## src/rtl/core/bfm_pkg.sv

```systemverilog
// ----------------------------------------------------------------------------
// bfm_pkg: shared types and constants of the 3x3 box mean filter
// Pixel and row widths, register codes, reset dimensions and the
// reciprocal constants for the divide by nine.
// ----------------------------------------------------------------------------
`default_nettype none

package bfm_pkg;

    // pixel and window widths
    localparam int PIX_W      = 8;
    localparam int COL_SUM_W  = 10;
    localparam int SUM_W      = 12;
    localparam int MEAN_W     = 12;
    localparam int ROW_W      = 12;

    // configuration port
    localparam int CFG_DATA_W = 12;
    localparam int CFG_IDX_W  = 1;
    localparam int IMG_W_REG_W = 11;
    localparam logic [CFG_IDX_W-1:0] REG_IMAGE_WIDTH  = 1'b0;
    localparam logic [CFG_IDX_W-1:0] REG_IMAGE_HEIGHT = 1'b1;

    // frame geometry
    localparam int MAX_WIDTH_DEF    = 1024;
    localparam int IMG_WIDTH_RESET  = 512;
    localparam int IMG_HEIGHT_RESET = 512;
    localparam int MIN_DIM          = 3;

    // mean = round(sum * 16 / 9) = ((sum * 16 + 4) * RECIP_MUL) >> RECIP_SHIFT
    localparam int ROUND_BIAS  = 4;
    localparam int SCALED_W    = 16;
    localparam int RECIP_W     = 17;
    localparam int RECIP_MUL   = 58255;
    localparam int RECIP_SHIFT = 19;
    localparam int MAX_SUM     = 9 * 255;

    // one column of the window, top to bottom
    typedef struct packed {
        logic [PIX_W-1:0] top;
        logic [PIX_W-1:0] mid;
        logic [PIX_W-1:0] bot;
    } win_col_t;

endpackage

`default_nettype wire

```

## src/rtl/core/bfm_cell.sv

```systemverilog
// ----------------------------------------------------------------------------
// bfm_cell: one column of the 3x3 window
// Holds three pixels, takes the column of its left neighbour on a shift
// and presents the sum of its own column.
// ----------------------------------------------------------------------------
`default_nettype none

module bfm_cell
    import bfm_pkg::*;
(
    input  wire logic                 clk,
    input  wire logic                 rst_n,
    input  wire logic                 shift_en,
    input  wire win_col_t             col_in,
    output win_col_t                  col_out,
    output logic [COL_SUM_W-1:0]      col_sum
);

    win_col_t col_reg;
    win_col_t col_next;

    // take the neighbour's column on every shift
    always_comb
    begin
        col_next = col_reg;
        if (shift_en)
        begin
            col_next = col_in;
        end
    end

    always_ff @(posedge clk or negedge rst_n)
    begin
        if (!rst_n)
        begin
            col_reg <= '0;
        end
        else
        begin
            col_reg <= col_next;
        end
    end

    // column sum for the window adder
    assign col_out = col_reg;
    assign col_sum = COL_SUM_W'(col_reg.top) + COL_SUM_W'(col_reg.mid)
                   + COL_SUM_W'(col_reg.bot);

endmodule

`default_nettype wire

```

## config.mk

```make
export PLATFORM = sky130hd
export DESIGN_NAME = bfm_cell
export DESIGN_NICKNAME = d
export VERILOG_FILES = /design/src/rtl/core/bfm_pkg.sv /design/src/rtl/core/bfm_cell.sv
export SDC_FILE = /design/constraint.sdc
export NUM_CORES = 1
export LEC_CHECK = 0
export BUFFER_PORTS_ARGS = -buffer_cell sky130_fd_sc_hd__buf_4
export CORE_UTILIZATION = 48
export CTS_CLUSTER_DIAMETER = 200
export DETAILED_ROUTE_END_ITERATION = 6
export GPL_ROUTABILITY_DRIVEN = 0
export PLACE_DENSITY_LB_ADDON = 0.2
export SLEW_MARGIN = 40
export SYNTH_ARGS = -nofsm -noshare
export SYNTH_HDL_FRONTEND = slang
export SYNTH_SLANG_ARGS = --single-unit
```

## constraint.sdc

```tcl
create_clock -name clk -period 3.7 [get_ports clk]
set_clock_uncertainty 0.1 [all_clocks]
set_input_delay 0.37 -clock clk [delete_from_list [all_inputs] [get_ports clk]]
set_output_delay 0.37 -clock clk [all_outputs]
set_load 0.05 [all_outputs]
```

### Word-level counts from Yosys, hierarchy flattened

Index checks and enable logic that the tools add are counted.

* input bits: 27
* output and inout port bits: 34
* register bits: 24
* logic and storage cells: 5

* add/sub/neg operators: 2

Operator list (count)
* adder 9 x 8 -> 10 bit: 1
* adder 8 x 8 -> 9 bit: 1

### Logic depth before layout (Yosys ltp)

* word-level depth: 2
* gate-level depth with buffers: 13
* depth with buffers taken out: 13

### Least setup slack after synthesis

OpenSTA, ideal clock, no wires.

* kind: register to output
* start point: register col_reg, in the netlist col_out[16]
* end point: output port col_sum[8]
* setup slack: -189 ps
* data required time: 3230 ps
* arrival time: 3419 ps
* stages on the path, launching flop included: 14
* buffers on the path: 0
* path through: dfrtp_1 > ha_1 > inv_1 > fa_1 > nand2b_1 > nand2b_1 > a21oi_1 > xnor2_1 > ha_1 > nand3_1 > o2111ai_2 > a21o_1 > a21oi_2 > xor2_1

* cells in the longest elaborated chain, start to end: 2

Ends and longest elaborated chain
* from (decl): line bfm_cell.sv:19 `win_col_t col_reg;`
* from (signal assigned): line bfm_cell.sv:40 `col_reg <= col_next;`
* adder 8 x 8 -> 9 bit: line bfm_cell.sv:46 `assign col_sum = COL_SUM_W'(col_reg.top) + COL_SUM_W'(col_reg.mid)`
* adder 9 x 8 -> 10 bit: line bfm_cell.sv:47 `+ COL_SUM_W'(col_reg.bot);`
* to (decl): line bfm_cell.sv:16 `output logic [COL_SUM_W-1:0] col_sum`

No other way between the ends.

### Worst setup path in the final report

* start point: register col_reg, in the netlist col_out[8]
* end point: output port col_sum[9]

The elaborated chain is that of the path after synthesis.

==> summary.txt <==
Min path
  • Min-delay src: col_in[7]
  • Worst hold path type: in -> reg

Global routing
  • Vias in the first global route: 1320
  • Initial antenna violation count: 0
  • Largest net degree at the start of global routing: 27
  • Overall Global Routing Usage: 20.9%
  • Remaining Overflow, GRT: 0
  • First-pass GRT wire length: 5450 um

Placement
  • Port Buffers: 60
  • Dpl hpwl: 2790 um
  • Placement Setup Slack: 362 ps

Setup path
  • Setup crit start kind: flip-flop
  • Endpoint class of the critical path: output pin
  • Critical path class: reg -> out
  • Flop-to-flop setup slack: 2770 ps
  • Slowest CP cell: dfrtp_1
  • Start point of the critical path: col_out[8]$_DFFE_PN0P_
  • CP Data Required Time: 3230 ps
  • CP arrival: 3060 ps
  • Crit-path max FO: 6
  • Crit path largest cell delay: 400 ps
  • R2r startpoint: col_out[1]$_DFFE_PN0P_
  • CP Cell Sequence: ha_2, inv_1, fa_2, nand2b_4, nand2b_1, a21oi_1, xnor2_1, ha_4, nand3_2, o211ai_2, buf_4, o2111ai_1, a21oi_2, buf_6

STA
  • Final Hold Fails: 0
  • Setup TNS: 0 ps
  • Worst slew pin tran: 316 ps
  • Fin worst setup slack: 173 ps
  • RSZ-0062 raised after global routing: no
  • Relative slew slack: 78.9%
  • FMAX: 284 MHz
  • Slew Viols, Final: 0
  • Fin crit share: 95.3%
  • Fin crit period: 3530 ps
  • Final setup vio count: 0

Die
  • Io pins: 61
  • Chip width: 58.8 um
  • Row cnt: 20
  • Die Area: 3460 um^2
  • Initial core utilization: 50.7%
  • Core Area: 3050 um^2
  • DIE HEIGHT: 58.8 um

Synthesis
  • Ys flop type: dfrtp_1
  • FF+latch count, synth: 24
  • Ys async rst share: 100%
  • Post-synthesis cell count: 136
  • Warning count from the yosys run: 0
  • Post-synth cell types: 30
  • Syn avg cell area: 11.4 um^2
  • Post-synthesis simple-gate area fraction: 7.43%
  • Synthesized area: 1550 um^2
  • Synth Area in Adders: 16.3%
  • Largest family of logic cells by synthesized area: adder cells
  • Multiplexer area fraction after synthesis: 16.0%
  • Compound-Gate Fraction of Synth Area: 11.5%
  • Syn nets: 182
  • Seq/Total Area, Yosys: 38.8%
  • Xor/xnor share of the synthesized area: 7.35%
  • EDFF count, synth: 0

Pwr
  • Pwr/cell area: 739 nW/um^2
  • Maximum vdd drop: 0.309 mV
  • Leak: 0.00105 uW

Routing
  • Post-route ant nets: 0
  • Post-Route WL: 3540 um
  • Number of detailed-route iterations in the first pass: 4
  • WL/cell: 14.5 um
  • Iteration-0 DRC count of the detailed router: 25
  • Avg Vias per Cell: 5.22
  • DRC: 0
  • DR vias: 1273

Clocking
  • Clk buf depth: 2
  • Clk slew on worst S/H paths: 140 ps
  • CTS H-tree depth: 1
  • CTS tree: done
  • Worst skew pair latency: 320 ps
  • Sink Count: 24
  • TritonCTS buffer count: 3
  • CTS root buf: clkbuf_4

Final layout
  • Layout area overhead: 42.0%
  • Antenna Cells: 0
  • Max reg flops: 24
  • Final net count: 247
  • Share of layout cells above drive strength 1: 54.5%
  • Commonest cells after routing, fill and taps aside: buf_4 (59), dfrtp_1 (24), mux2_2 (22)
  • Most common cell after layout, fill and taps aside: buf_4

Flow run
  • Max Cap Viol: 0

Run status
  • Status: completed
[Yosys cell counts (all sizes together), types with 3 or more instances]
master / instances / share of area, %
mux2: 22 / 16
nor3: 3 / 1.3
ha: 17 / 14
dfrtp: 24 / 39
a21oi: 12 / 4.4
buf: 3 / 0.97
nand2: 6 / 1.5
xnor2: 7 / 4.0
inv: 7 / 1.7
a21o: 3 / 1.5
xor2: 6 / 3.4
nand3: 4 / 1.3
nor2: 4 / 0.97
[stage by stage]
step	instances	utilization [%]	hold slack [ps]	cell area, um^2	power [uW]
final	244	72.0	170	2200	1630
after global routing	244	72.0	161	2200	1700
after CTS	243	69.5	163	2120	1570
after detailed placement	237	67.7	192	2070	1400
after global placement	237	67.7	180	2070	1370
after floorplan	136	-	-25.6	1580	1120
[worst paths after layout]
check / end / cells past startpoint
worst max-delay path: col_sum[9] / 14
min in group asynchronous: col_out[0]$_DFFE_PN0P_ / 2
worst min-delay path: col_out[7]$_DFFE_PN0P_ / 2
worst min register to register: col_out[14]$_DFFE_PN0P_ / 1
max in group asynchronous: col_out[5]$_DFFE_PN0P_ / 2
worst max register to register: col_out[1]$_DFFE_PN0P_ / 1
[critical path: cells and delay by family, from the launching register on]
family,cells,cell delay (ps)
buffers and inverters,3,380
xor gates and xnor gates,1,160
DFF,1,400
AOI/OAI and AO/OA,4,630
adders and majority gates,3,850
and+or+nand+nor,3,310
[layer usage]
metal	vias up	global-route usage (%)	wire, um
li1	611	-	-
met1	615	22.5	1480
met2	40	39.3	1830
met3	7	3.30	167
met4	0	10.2	55
met5	-	0	0
[power breakdown]
| group | internal (uW) | leakage [uW] | total, uW | switching [uW] |
|---|---|---|---|---|
| Combinational | 430 | 0.000744 | 1170 | 740 |
| Sequential | 288 | 0.000282 | 313 | 24.6 |
| Clock | 60.2 | 0.0000210 | 143 | 82.9 |
| Total | 778 | 0.00105 | 1630 | 848 |
[kinds of logic after synthesis]
logic type	Yosys count
DFF	24
AOI/OAI and AO/OA	25
and+or+nand+nor	23
muxes	22
buffers and inverters	10
adders and majority gates	19
xor gates and xnor gates	13
[repair_timing]
item	4_1_cts	5_1_grt
resized for setup	1	14
buffers inserted	1	1
hold endpoints to repair	24	0
hold buffers	1	0
setup endpoints to repair	1	3
pin swaps	1	8
[cell type report]
cell class	count	area (um^2)
well taps	44	55.1
repair buffers	63	487
multi-input cells	102	995
fillers	238	853
flip-flops and latches	24	601
inverters	7	26.3
clock buffers	4	36.3
No activity file was read; power rests on OpenSTA's default activity.
